<file path="src/hdl/rspd_pkg.sv">
// ----------------------------------------------------------------------------
// rspd_pkg
// types, character codes and helpers for the packet deframer
// ----------------------------------------------------------------------------
`default_nettype none

package rspd_pkg;

  localparam logic [7:0] CH_DOLLAR = 8'h24;
  localparam logic [7:0] CH_HASH   = 8'h23;
  localparam logic [7:0] CH_INTR   = 8'h03;
  localparam logic [7:0] CH_PLUS   = 8'h2B;
  localparam logic [7:0] CH_MINUS  = 8'h2D;

  localparam logic REG_NO_ACK      = 1'b0;
  localparam logic REG_MAX_PAYLOAD = 1'b1;

  typedef enum logic [1:0] {
    PH_IDLE    = 2'd0,
    PH_PAYLOAD = 2'd1,
    PH_CK_HIGH = 2'd2,
    PH_CK_LOW  = 2'd3
  } phase_t;

  typedef enum logic [2:0] {
    KIND_BYTE = 3'd0,
    KIND_GOOD = 3'd1,
    KIND_BAD  = 3'd2,
    KIND_LONG = 3'd3,
    KIND_INTR = 3'd4
  } kind_t;

  typedef enum logic [1:0] {
    REPLY_NONE  = 2'd0,
    REPLY_PLUS  = 2'd1,
    REPLY_MINUS = 2'd2,
    REPLY_E00   = 2'd3
  } reply_t;

  // value 0..15 for a hex digit, 16 otherwise
  function automatic logic [4:0] hex_digit(input logic [7:0] c);
    logic [4:0] v;
    v = 5'd16;
    if (c >= 8'h30 && c <= 8'h39) begin
      v = {1'b0, 4'(c - 8'h30)};
    end else if (c >= 8'h61 && c <= 8'h66) begin
      v = {1'b0, 4'(c - 8'h57)};
    end else if (c >= 8'h41 && c <= 8'h46) begin
      v = {1'b0, 4'(c - 8'h37)};
    end
    return v;
  endfunction

endpackage

`default_nettype wire

</file>
<file path="src/hdl/rsp_packet_deframer_top.sv">
// One received link byte per item. Each accepted byte is latched in an input
// register and then parsed; a result, if the byte causes one, lands in the
// output register, which drives out_valid. The block accepts one item every
// cycle; the single parse stage with its packet state update sets that
// rate, and only a stalled output register with a pending result holds the
// input back.
// ----------------------------------------------------------------------------
// rsp_packet_deframer_top
// receive-side packet deframer for a debugger remote serial protocol link
// ----------------------------------------------------------------------------
`default_nettype none

module rsp_packet_deframer_top
  import rspd_pkg::*;
#(
  parameter int BUFFER_BYTES = 4096
) (
  input  wire logic        clk,
  input  wire logic        rst_n,

  input  wire logic        in_valid,
  output logic             in_stall,
  input  wire logic [7:0]  in_rx_byte,

  output logic             out_valid,
  input  wire logic        out_stall,
  output logic [2:0]       out_kind,
  output logic [7:0]       out_data,
  output logic [11:0]      out_length,
  output logic [1:0]       out_reply,

  input  wire logic        cfg_psel,
  input  wire logic        cfg_penable,
  input  wire logic        cfg_pwrite,
  input  wire logic [2:0]  cfg_paddr,
  input  wire logic [31:0] cfg_pwdata,
  output logic [31:0]      cfg_prdata,
  output logic             cfg_pready
);

  localparam int          LIMIT_INT  = (BUFFER_BYTES - 1 > 4095) ? 4095 : BUFFER_BYTES - 1;
  localparam logic [11:0] HARD_LIMIT = 12'(LIMIT_INT);

  // configuration
  logic        no_ack_r;
  logic [11:0] max_payload_r;
  logic        cfg_wr;

  // input register
  logic        s1_vld_r;
  logic [7:0]  s1_byte_r;
  logic        adv;
  logic        out_free;

  // packet state
  phase_t      phase_r, phase_nxt;
  logic [11:0] count_r, count_nxt;
  logic        ovf_r, ovf_nxt;
  logic [7:0]  sum_r, sum_nxt;
  logic [7:0]  check_high_r, check_high_nxt;

  // result register
  logic        out_vld_r, out_vld_nxt;
  kind_t       out_kind_r, res_kind;
  logic [7:0]  out_data_r, res_data;
  logic [11:0] out_length_r, res_length;
  reply_t      out_reply_r, res_reply;
  logic        res_vld;

  logic        skip;
  logic        intr;
  logic        fits;
  logic        sum_ok;
  logic [4:0]  hi_dig;
  logic [4:0]  lo_dig;

  // configuration port
  assign cfg_pready = 1'b1;
  assign cfg_wr     = cfg_psel && cfg_penable && cfg_pwrite;

  always_ff @(posedge clk) begin
    if (!rst_n) begin
      no_ack_r      <= 1'b0;
      max_payload_r <= HARD_LIMIT;
    end else if (cfg_wr) begin
      unique case (cfg_paddr[2])
        REG_NO_ACK:      no_ack_r      <= cfg_pwdata[0];
        REG_MAX_PAYLOAD: max_payload_r <= cfg_pwdata[11:0];
        default:         no_ack_r      <= no_ack_r;
      endcase
    end
  end

  always_comb begin
    unique case (cfg_paddr[2])
      REG_NO_ACK:      cfg_prdata = {31'd0, no_ack_r};
      REG_MAX_PAYLOAD: cfg_prdata = {20'd0, max_payload_r};
      default:         cfg_prdata = 32'd0;
    endcase
  end

  // handshake
  assign out_free = !out_vld_r || !out_stall;
  assign adv      = s1_vld_r && out_free;
  assign in_stall = s1_vld_r && !out_free;

  always_ff @(posedge clk) begin
    if (!rst_n) begin
      s1_vld_r <= 1'b0;
    end else if (!in_stall) begin
      s1_vld_r <= in_valid;
    end
  end

  always_ff @(posedge clk) begin
    if (!in_stall && in_valid) begin
      s1_byte_r <= in_rx_byte;
    end
  end

  // byte classification
  assign skip   = (phase_r == PH_IDLE) &&
                  (s1_byte_r == CH_PLUS || s1_byte_r == CH_MINUS);
  assign intr   = !skip && (s1_byte_r == CH_INTR);
  assign fits   = (count_r < max_payload_r) && (count_r < HARD_LIMIT);
  assign hi_dig = hex_digit(check_high_r);
  assign lo_dig = hex_digit(s1_byte_r);
  assign sum_ok = !hi_dig[4] && !lo_dig[4] && ({hi_dig[3:0], lo_dig[3:0]} == sum_r);

  // next phase
  always_comb begin
    phase_nxt = phase_r;
    if (skip) begin
      phase_nxt = phase_r;
    end else if (intr) begin
      phase_nxt = PH_IDLE;
    end else begin
      unique case (phase_r)
        PH_IDLE:    if (s1_byte_r == CH_DOLLAR) phase_nxt = PH_PAYLOAD;
        PH_PAYLOAD: if (s1_byte_r == CH_HASH) phase_nxt = PH_CK_HIGH;
        PH_CK_HIGH: phase_nxt = PH_CK_LOW;
        PH_CK_LOW:  phase_nxt = PH_IDLE;
        default:    phase_nxt = PH_IDLE;
      endcase
    end
  end

  // packet counters and sum
  always_comb begin
    count_nxt      = count_r;
    ovf_nxt        = ovf_r;
    sum_nxt        = sum_r;
    check_high_nxt = check_high_r;
    if (!skip) begin
      if (intr || phase_r == PH_CK_LOW ||
          (phase_r == PH_IDLE && s1_byte_r == CH_DOLLAR)) begin
        count_nxt      = 12'd0;
        ovf_nxt        = 1'b0;
        sum_nxt        = 8'd0;
        check_high_nxt = 8'd0;
      end else if (phase_r == PH_PAYLOAD) begin
        if (s1_byte_r != CH_HASH && !ovf_r) begin
          if (fits) begin
            count_nxt = count_r + 12'd1;
            sum_nxt   = sum_r + s1_byte_r;
          end else begin
            ovf_nxt = 1'b1;
          end
        end
      end else if (phase_r == PH_CK_HIGH) begin
        check_high_nxt = s1_byte_r;
      end
    end
  end

  // result
  always_comb begin
    res_vld    = 1'b0;
    res_kind   = KIND_BYTE;
    res_data   = 8'd0;
    res_length = 12'd0;
    res_reply  = REPLY_NONE;
    if (!skip) begin
      if (intr) begin
        res_vld  = 1'b1;
        res_kind = KIND_INTR;
      end else begin
        unique case (phase_r)
          PH_PAYLOAD: begin
            if (s1_byte_r != CH_HASH && !ovf_r && fits) begin
              res_vld  = 1'b1;
              res_kind = KIND_BYTE;
              res_data = s1_byte_r;
            end
          end
          PH_CK_LOW: begin
            res_vld    = 1'b1;
            res_length = count_r;
            if (ovf_r) begin
              res_kind  = KIND_LONG;
              res_reply = REPLY_E00;
            end else if (sum_ok) begin
              res_kind  = KIND_GOOD;
              res_reply = no_ack_r ? REPLY_NONE : REPLY_PLUS;
            end else begin
              res_kind  = KIND_BAD;
              res_reply = no_ack_r ? REPLY_NONE : REPLY_MINUS;
            end
          end
          default: res_vld = 1'b0;
        endcase
      end
    end
  end

  always_ff @(posedge clk) begin
    if (!rst_n) begin
      phase_r      <= PH_IDLE;
      count_r      <= 12'd0;
      ovf_r        <= 1'b0;
      sum_r        <= 8'd0;
      check_high_r <= 8'd0;
    end else if (adv) begin
      phase_r      <= phase_nxt;
      count_r      <= count_nxt;
      ovf_r        <= ovf_nxt;
      sum_r        <= sum_nxt;
      check_high_r <= check_high_nxt;
    end
  end

  always_comb begin
    out_vld_nxt = out_vld_r && out_stall;
    if (adv) begin
      out_vld_nxt = res_vld;
    end
  end

  always_ff @(posedge clk) begin
    if (!rst_n) begin
      out_vld_r <= 1'b0;
    end else begin
      out_vld_r <= out_vld_nxt;
    end
  end

  always_ff @(posedge clk) begin
    if (adv && res_vld) begin
      out_kind_r   <= res_kind;
      out_data_r   <= res_data;
      out_length_r <= res_length;
      out_reply_r  <= res_reply;
    end
  end

  assign out_valid  = out_vld_r;
  assign out_kind   = out_kind_r;
  assign out_data   = out_data_r;
  assign out_length = out_length_r;
  assign out_reply  = out_reply_r;

`ifndef NO_ASSERTIONS
  a_idle_clean: assert property (@(posedge clk) disable iff (!rst_n)
    (phase_r == PH_IDLE) |-> (count_r == 12'd0 && !ovf_r && sum_r == 8'd0))
    else $error("packet state not cleared while idle");

  a_count_limit: assert property (@(posedge clk) disable iff (!rst_n)
    count_r <= HARD_LIMIT)
    else $error("payload count beyond buffer limit");

  a_ovf_phase: assert property (@(posedge clk) disable iff (!rst_n)
    ovf_r |-> (phase_r != PH_IDLE))
    else $error("overflow flag set while idle");

  a_long_reply: assert property (@(posedge clk) disable iff (!rst_n)
    (out_vld_r && out_kind_r == KIND_LONG) |-> (out_reply_r == REPLY_E00))
    else $error("overflow verdict without error reply");

  a_no_stall_drop: assert property (@(posedge clk) disable iff (!rst_n)
    (s1_vld_r && in_stall) |=> s1_vld_r)
    else $error("held item lost from input register");
`endif

endmodule

`default_nettype wire
</file>
<file path="config.mk">
export PLATFORM = sky130hd
export DESIGN_NAME = rsp_packet_deframer_top
export DESIGN_NICKNAME = d
export VERILOG_FILES = /design/src/hdl/rspd_pkg.sv /design/src/hdl/rsp_packet_deframer_top.sv
export SDC_FILE = /design/constraint.sdc
export NUM_CORES = 1
export LEC_CHECK = 0
export BUFFER_PORTS_ARGS = -buffer_cell sky130_fd_sc_hd__buf_2
export CORE_MARGIN = 5
export CORE_UTILIZATION = 49
export CTS_CLUSTER_DIAMETER = 40
export CTS_CLUSTER_SIZE = 25
export DETAILED_ROUTE_END_ITERATION = 12
export GPL_ROUTABILITY_DRIVEN = 0
export GPL_TIMING_DRIVEN = 0
export PLACE_DENSITY = 0.73
export SYNTH_ARGS = -nofsm -noshare
export SYNTH_HDL_FRONTEND = slang
export SYNTH_SLANG_ARGS = --single-unit
</file>
<file path="constraint.sdc">
create_clock -name clk -period 3.25 [get_ports clk]
set_clock_uncertainty 0.05 [all_clocks]
set_input_delay 0.4875 -clock clk [delete_from_list [all_inputs] [get_ports clk]]
set_output_delay 0.4875 -clock clk [all_outputs]
set_load 0.02 [all_outputs]
</file>
==> impl_metrics.toml, run 1 <==
[drt]
drt_first_iter_violations = 274
via_count = 3791
drc = 0
dr.pass1.iters = 5
wl_met1_um = 4890
ant_nets = 0
routed.top_layer = "met4"
wl_met3_um = 615
route.met2.wl_um = 4960
totalWireLength_um = 10700
wire_per_inst_um = 15.8
drt-vias-per-instance = 5.58

[outcome]
status = "finished, final reports clean"

[floorplanning]
io_pins = 110
start_util = 0.496
die_w_um = 106
die_y_um = 106
rows = 35
coreArea_um2 = 9150
die_area_um2 = 11300

[cells_and_area]
layout.cells.non_filler = 679
final_nets = 646
areaGrowthSynthToFinish_pct = 17.8
n_antenna_cell = 0
drive_gt1_frac = 0.218
final_cell_area_um2 = 5350

[grt]
antenna_found_initial = 0
grt-ovfl-total = 0
track_usage = 0.195
grt_pass1_vias = 3662
grt_max_degree = 27
grt_pass1_wl_um = 17700

[clock_network]
cts_tree = "yes"
cts_num_sinks = 79
post_cts_buffers = 0
cts_root_buf = "clkbuf_8"
clk_path_buf_depth = 2
htree_levels = 3
clk_pin_slew_ps = 80
clk_latency_ps = 360
cts_buffers = 9

[power_and_ir_drop]
pwr-share-comb = 0.097
ir_worst_vdd_v = 0.000207
power.share.switching = 0.252
power_frac_seq = 0.513
power_frac_clock = 0.390
p_sw_uw = 523
power.density_nw_per_um2 = 388
p_leak_nw = 2.25
internal_power_mw = 1.55

[yosys]
synth_top_area_cell = "edfxtp_1"
async_reset_ff_frac = 0
synthFlopType = "dfxtp_1"
syn_area_per_cell_um2 = 9.75
ys_top_cells_by_area = "edfxtp_1, dfxtp_1, ha_1, buf_4, nor2_1"
netlist_instances = 466
synth_top_area_share = 0.218
netlist_area_um2 = 4540
synthTopCellsByCount = "dfxtp_1, nor2_1, nand2_1, edfxtp_1, ha_1"
synth.most_common_cell = "dfxtp_1"
synth-edff-count = 33
synth_sequential_area_ratio = 0.421
ys_types = 66
ys_seq_elements = 79
yosys_warnings = 0

[placed_design]
hpwl_um = 8060
dp.cells = 662
port_buffers = 66
postPlaceCellArea_um2 = 5090
dp_slack_ps = -413

[sta]
max_clock_freq_ghz = 0.336
setup_viol = 0
hold_viol = 0
period_share = 0.917
rsz0062_at_grt = "no"
finalCriticalPeriod_ps = 2980
slew_violations = 0
max_slew.worst_pin.slew_ps = 682
worst_hold_slack_ps = 252
slew_headroom = 0.545
fin_ws_ps = 271

[worst_setup_path]
critical_path_required_ps = 3210
worstPathArrival_ps = 2940
r2r_setup_slack_ps = 270
cp-end-kind = "flop"
crit_type = "flop to flop"
start_kind = "flop"
timing.critical_path.fanout_max = 13

[flow_run]
drv_cap = 0

[min_path]
min_path_type = "input port to flop"
[final timing paths]
check	from	endpoint	cells after the start
worst min-delay path	in_rx_byte[2]	s1_byte_r[2]	1
worst max-delay path	s1_byte_r[1]	out_reply[0]	7
worst max register to register	s1_byte_r[1]	out_reply[0]	7
worst min register to register	count_r[5]	count_r[5]	2
[cells in the final DEF, fill, tap and decap left out, types with 3 or more instances in the layout]
cell / instances
a211oi_1: 3
a21o_1: 4
a21oi_1: 22
a22oi_1: 10
a31oi_1: 4
a32o_1: 8
and2_1: 20
buf_2: 68
buf_4: 21
clkbuf_1: 11
clkbuf_8: 9
conb_1: 21
dfxtp_1: 46
edfxtp_1: 33
ha_1: 32
inv_1: 28
mux2i_1: 11
nand2_1: 35
nand2b_1: 15
nand3_1: 9
nand4_1: 12
nor2_1: 40
nor2b_1: 5
nor3b_1: 3
o211ai_1: 15
o21a_1: 6
o21ai_0: 7
o21bai_1: 3
xnor2_1: 6
xor2_1: 5
[through the flow]
stage / TNS, ps / utilization / total power, mW
after floorplan: 0 / - / 1.22
after global placement: -7270 / 0.556 / 1.28
after global routing: 0 / 0.585 / 2.17
after detailed placement: -10550 / 0.556 / 1.28
after CTS: 0 / 0.581 / 2.09
final: 0 / 0.585 / 2.08
[layer usage]
metal / GRT usage / vias to the layer above
met1: 0.260 / 1787
li1: - / 1849
met3: 0.0510 / 27
met4: 0.0675 / 0
met5: 0 / -
met2: 0.305 / 128
[cell families (layout without fill, tap and decap cells)]
family | Yosys count | count (layout) | share of synthesized area
xor gates and xnor gates | 11 | 11 | 0.0212
other | 2 | 21 | 0.00165
DFF | 79 | 79 | 0.421
buffers and inverters | 64 | 146 | 0.0725
muxes | 13 | 13 | 0.0292
adders and majority gates | 33 | 33 | 0.0926
AOI/OAI and AO/OA | 104 | 105 | 0.172
and+or+nand+nor | 160 | 160 | 0.190
[critical path: stages, from the launching register on]
cell       delay, ps
edfxtp_1         590
ha_1             310
nor4b_2          190
a21boi_1         270
nand4bb_1        200
a21o_1           290
buf_2            250
a21oi_4          460
[registers in the layout (all words and copies together), names as in the netlist]
register and flops:
sum_r 8, out_data 8, out_kind 3, s1_vld_r 1, out_valid 1, ovf_r 1, s1_byte_r 8, phase_r 2
max_payload_r 12, out_length 12, out_reply 2, count_r 12, check_high_r 8, no_ack_r 1
[power groups by stage]
stage	clock, mW	sequential [mW]	combinational [mW]
global placement	0	1.09	0.190
detailed placement	0	1.09	0.195
CTS	0.826	1.06	0.196
finish	0.810	1.07	0.202
floorplan	0	1.08	0.144
global route	0.881	1.07	0.222
[final cells by class]
type / instances / area [um^2]
Timing Repair Buffer: 66 / 330
Clock inverter: 7 / 96.3
Inverter: 28 / 105
Fill cell: 821 / 3800
Multi-Input combinational cell: 343 / 2420
Sequential cell: 79 / 1910
Tap cell: 111 / 139
Buffer: 36 / 224
Clock buffer: 9 / 124
[what timing repair did]
action,in CTS,in global routing
endpoints found under the hold margin,0,0
resized for setup,1,4
hold buffers,0,0
endpoints found under the setup margin,26,44
pin swaps,0,1
gates cloned,0,1
Note: power is estimated with default switching activity, not from simulation.
==> inputs of run 2 (changes only) <==
--- a/config.mk
+++ b/config.mk
@@ -5,15 +5,16 @@
 export SDC_FILE = /design/constraint.sdc
 export NUM_CORES = 1
 export LEC_CHECK = 0
+export ABC_AREA = 1
 export BUFFER_PORTS_ARGS = -buffer_cell sky130_fd_sc_hd__buf_2
 export CORE_MARGIN = 5
-export CORE_UTILIZATION = 49
+export CORE_UTILIZATION = 30
 export CTS_CLUSTER_DIAMETER = 40
 export CTS_CLUSTER_SIZE = 25
 export DETAILED_ROUTE_END_ITERATION = 12
 export GPL_ROUTABILITY_DRIVEN = 0
 export GPL_TIMING_DRIVEN = 0
-export PLACE_DENSITY = 0.73
+export PLACE_DENSITY = 0.47
 export SYNTH_ARGS = -nofsm -noshare
 export SYNTH_HDL_FRONTEND = slang
 export SYNTH_SLANG_ARGS = --single-unit
==> run 2 against run 1 <==
  * Flip-flop and latch count unchanged
  * Highest routed layer unchanged
  * Critical path type unchanged
  * Critical path depth rose by 4
  * Non-clock buffer count fell by 3
  * Clock-buffer cell count is the same
  * Largest power group unchanged
  * Clock power up 30%
  * Sequential power about the same
  * Sequential share of layout area is 3.3 points lower
  * Register-to-register slack improved by 70 ps
  * Setup slack improved by 72 ps
  * Via count grew 13%
==> impl_metrics.toml, run 2 <==
[clock_network]
cts_root_buf = "clkbuf_16"
cts_num_sinks = 79
cts_hold_buf = 0
clk_pin_slew_ps = 70
cts_tree = "yes"
clk_path_buf_depth = 2
cts_buffers = 9
clk_latency_ps = 350
htree_levels = 3

[floorplanning]
die_w_um = 138
rows = 46
io_pins = 110
coreArea_um2 = 16000
start_util = 0.307
die_area_um2 = 19100
die_y_um = 138

[grt]
grt_pass1_wl_um = 20800
antenna_found_initial = 0
grt-ovfl-total = 0
grt_pass1_vias = 4128
track_usage = 0.132
grt_max_degree = 26

[sta]
period_share = 0.895
setup_viol = 0
max_clock_freq_ghz = 0.344
hold_viol = 0
finalCriticalPeriod_ps = 2910
max_slew.worst_pin.slew_ps = 723
slew_violations = 0
worst_hold_slack_ps = 261
rsz0062_at_grt = "no"
slew_headroom = 0.518

[power_and_ir_drop]
ir_worst_vdd_v = 0.000227
power.density_nw_per_um2 = 394
p_leak_nw = 2.73

[placed_design]
postPlaceCellArea_um2 = 5590
dp.cells = 938
hpwl_um = 9720
port_buffers = 66

[yosys]
synth_top_area_cell = "edfxtp_1"
synth.most_common_cell = "nand2_1"
ys_types = 39
netlist_instances = 637
synth_sequential_area_ratio = 0.389
yosys_warnings = 0
synthTopCellsByCount = "nand2_1, inv_1, nor2_1, nand3_1, dfxtp_1"
netlist_area_um2 = 4920
synthFlopType = "dfxtp_1"
syn_area_per_cell_um2 = 7.72
ys_top_cells_by_area = "edfxtp_1, dfxtp_1, nand2_1, ha_1, inv_1"
synth-edff-count = 33
synth_top_area_share = 0.202
async_reset_ff_frac = 0
ys_seq_elements = 79

[worst_setup_path]
timing.critical_path.fanout_max = 25
rr_startpoint = "s1_byte_r[1]"
cp-end-kind = "flop"
crit_buf_inv = 3
worstRegToRegCells = 11
critical_path_required_ps = 3180
start_kind = "flop"
worstPathArrival_ps = 2840
r2r-end = "out_data[5]"
cpMostUsedCell = "inv_1"
crit_type = "flop to flop"
crit_family = "simple AND/OR/NAND/NOR gates"
slowest_delay_ps = 500
critPathSlowestCell = "edfxtp_1"
r2r_setup_slack_ps = 340
path_cells = "inv_1 > ha_1 > inv_1 > o21ai_1 > nand3_1 > nor2_2 > nor2_8 > nand3b_4 > nor2_2 > inv_1 > nand2_2"

[drt]
totalWireLength_um = 12400
dr.pass1.iters = 5
drt_first_iter_violations = 243
wire_per_inst_um = 12.9
ant_nets = 0
via_count = 4274
drt-vias-per-instance = 4.48
drc = 0

[cells_and_area]
drive_gt1_frac = 0.194
n_antenna_cell = 0
final_cell_area_um2 = 5900
final_nets = 816
layout.cells.non_filler = 954
layout_common_cells = "nand2_1, inv_1, nor2_1"
final_common_cell = "nand2_1"
areaGrowthSynthToFinish_pct = 19.9

[outcome]
status = "finished, final reports clean"

[min_path]
holdPathEnd = "s1_byte_r[4]"
hold-path-cell-count = 1
min_path_type = "input port to flop"
hold_start = "in_rx_byte[4]"

[flow_run]
drv_cap = 0
## run 2: changes by cell type in the layout (fill, tap and decap cells not counted), sizes merged, moves of 10 or more
cell | previous run | this run
nand2 | 35 | 129
nor2 | 40 | 82
a21oi | 25 | 50
o21ai | 7 | 23
nand3 | 10 | 67
inv | 29 | 97
mux2i | 11 | 0
o211ai | 15 | 1
nand2b | 15 | 0
and2 | 20 | 0
a22oi | 10 | 0
## run 2: metal layers
metal | vias to the layer above | GRT usage | part of all wire
met2 | 106 | 0.201 | 0.44
met4 | 0 | 0.0426 | 0.016
met5 | - | 0 | 0
met3 | 15 | 0.0286 | 0.049
met1 | 1924 | 0.187 | 0.50
li1 | 2229 | - | -
## run 2: power breakdown
group / internal (mW) / switching (mW)
registers: 1.04 / 0.0206
clock network: 0.606 / 0.448
logic: 0.0730 / 0.134
total: 1.72 / 0.602
## run 2: worst register-to-register path, delay by kind of cell (launching register included)
family	cells	cell delay (ps)
compound gates	1	80
simple gates	6	1250
flops	1	500
fa+ha+maj	1	230
buf+inv	3	430
## run 2: area by class of cell
cell class,instances,area [um^2]
clock buffers,9,225
flip-flops and latches,79,1910
repair buffers,66,330
inverters,94,355
plain buffers,33,225
fillers,1709,10100
clock inverters,7,80.1
multi-input cells,450,2500
well taps,216,270
## run 2: worst max-delay path by stage
stage | end | slack (ps) | cells past startpoint | startpoint
after detailed placement | out_length[5] | -10 | 11 | s1_byte_r[1]
after floorplan | out_data[0] | 660 | 10 | s1_byte_r[0]
after global placement | out_length[6] | -30 | 11 | s1_byte_r[1]
after global routing | out_data[5] | 30 | 11 | s1_byte_r[1]
final | out_data[5] | 340 | 11 | s1_byte_r[1]
after CTS | out_data[3] | 280 | 11 | s1_byte_r[1]
## run 2: cells by family (layout without fill, tap and decap cells)
family          after synthesis  count (layout)  synth area share
buf+inv                     127             209             0.118
other cells                   2              21           0.00153
simple gates                299             299             0.283
xor+xnor                     13              13            0.0232
fa+ha+maj                    33              33            0.0855
flops                        79              79             0.389
compound gates               84              84            0.0997
## run 2: through the flow
stage / setup TNS (ps) / total power, mW / util / setup slack [ps]
2_1_floorplan: 0 / 1.23 / - / 657
3_3_place_gp: -621 / 1.29 / 0.349 / -25.6
3_5_place_dp: -351 / 1.30 / 0.349 / -14.6
4_1_cts: 0 / 2.36 / 0.369 / 282
5_1_grt: 0 / 2.43 / 0.369 / 29.3
6_report: 0 / 2.33 / 0.369 / 342
## run 2: timing repair
item,in CTS,in global routing
resized for setup,1,0
endpoints found under the setup margin,25,0
buffers inserted,0,0
==> inputs of run 3 (changes only) <==
--- a/config.mk
+++ b/config.mk
@@ -8,13 +8,14 @@
 export ABC_AREA = 1
 export BUFFER_PORTS_ARGS = -buffer_cell sky130_fd_sc_hd__buf_2
 export CORE_MARGIN = 5
-export CORE_UTILIZATION = 30
+export CORE_UTILIZATION = 50
 export CTS_CLUSTER_DIAMETER = 40
 export CTS_CLUSTER_SIZE = 25
 export DETAILED_ROUTE_END_ITERATION = 12
 export GPL_ROUTABILITY_DRIVEN = 0
 export GPL_TIMING_DRIVEN = 0
-export PLACE_DENSITY = 0.47
+export PLACE_DENSITY = 0.83
 export SYNTH_ARGS = -nofsm -noshare
 export SYNTH_HDL_FRONTEND = slang
 export SYNTH_SLANG_ARGS = --single-unit
+export TNS_END_PERCENT = 5
==> run 3 against run 2 <==
  * Power shrank 14%
  * Clock power shrank 31%
  * Via count grew 4.2%
  * Worst hold slack lost 8.9 ps
  * Non-clock buffer count is the same
  * Utilization grew 22 points
==> impl_metrics.toml, run 3 (synthesis results as in run 2) <==
[sta]
fin_ws_ps = 390
max_slew.worst_pin.slew_ps = 687
worst_hold_slack_ps = 253
slew_headroom = 0.542
finalSetupTns_ps = 0
rsz0062_at_grt = "no"
slew_violations = 0
hold_viol = 0
finalCriticalPeriod_ps = 2860
period_share = 0.880
setup_viol = 0
max_clock_freq_ghz = 0.350

[drt]
drc = 0
dr.pass1.iters = 6
via_count = 4455
totalWireLength_um = 11300
drt_first_iter_violations = 431
drt-vias-per-instance = 5.11
ant_nets = 0
wire_per_inst_um = 13.0

[cells_and_area]
final_cell_area_um2 = 5680
layout.cells.non_filler = 871
multiInputGateArea_um2 = 2500
ff_latch_area_um2 = 1910
layout_common_cells = "nand2_1, inv_1, nor2_1"
fillers = 854
areaGrowthSynthToFinish_pct = 15.5
final_util = 0.586
drive_gt1_frac = 0.188
n_antenna_cell = 0
final_common_cell = "nand2_1"
final_nets = 816

[power_and_ir_drop]
power.density_nw_per_um2 = 351
power.total_mw = 1.99
p_leak_nw = 2.68
ir_worst_vdd_v = 0.000163

[placed_design]
postPlaceCellArea_um2 = 5490
port_buffers = 66
hpwl_um = 8830
dp_slack_ps = 141
dp.cells = 855

[floorplanning]
start_util = 0.508
rows = 36
die_y_um = 109
coreArea_um2 = 9680
die_w_um = 109
io_pins = 110
die_area_um2 = 11900

[min_path]
holdPathEnd = "s1_byte_r[7]"
min_path_type = "input port to flop"
hold-path-cell-count = 1
hold_start = "in_rx_byte[7]"

[worst_setup_path]
worstRegToRegCells = 11
timing.critical_path.fanout_max = 25
cp-end-kind = "flop"
start_kind = "flop"
crit_type = "flop to flop"
rr_startpoint = "s1_byte_r[1]"
r2r_setup_slack_ps = 390
critical_path_required_ps = 3190
r2r-end = "out_length[5]"
worstPathArrival_ps = 2800

[grt]
grt_max_degree = 26
grt_pass1_vias = 4027
grt_pass1_wl_um = 18400
track_usage = 0.194
antenna_found_initial = 0
grt-ovfl-total = 0

[clock_network]
cts_buffers = 9
clk_pin_slew_ps = 80
cts_hold_buf = 0
clk_latency_ps = 350
cts_num_sinks = 79
cts_tree = "yes"
ctsResizeCount = 0
htree_levels = 3
clk_path_buf_depth = 2
cts_root_buf = "clkbuf_8"
post_cts_buffers = 0

[outcome]
status = "finished, final reports clean"

[flow_run]
drv_cap = 0
==> run 3: per-layer routing <==
layer  global-route usage  wire length (um)
met1                0.255              4860
met2                0.308              5270
met3               0.0314               909
met4               0.0962               291
met5                    0                 0
==> run 3: final cells by class <==
type | instances | area share
multi-input combinational | 450 | 0.440
sequential | 79 | 0.337
inverter | 94 | 0.0626
timing repair buffer | 66 | 0.0582
buffer | 33 | 0.0397
tap | 133 | 0.0293
clock buffer | 13 | 0.0262
clock inverter | 3 | 0.00749
==> run 3: worst max-delay path: stages, from the launching register on <==
cell and delay, ps:
edfxtp_1 500, inv_1 190, ha_1 230, inv_1 110, o21ai_1 70, nand3_1 80
nor2_2 70, nor2_8 180, nand3b_4 130, nor2_2 340, inv_1 120, nand2_2 410
==> run 3: worst max-delay path by stage <==
stage	start	end	slack, ps	depth (start not counted)
final	s1_byte_r[1]	out_length[5]	390	11
after global placement	s1_byte_r[1]	out_data[1]	200	11
after CTS	s1_byte_r[1]	out_length[5]	120	11
after global routing	s1_byte_r[1]	out_length[1]	170	11
after detailed placement	s1_byte_r[1]	out_data[1]	140	11
after floorplan	s1_byte_r[0]	out_data[0]	660	10
==> run 3: where the power goes <==
group	switching [mW]	internal [mW]
sequential	0.0207	1.04
combinational	0.134	0.0733
clock	0.345	0.376
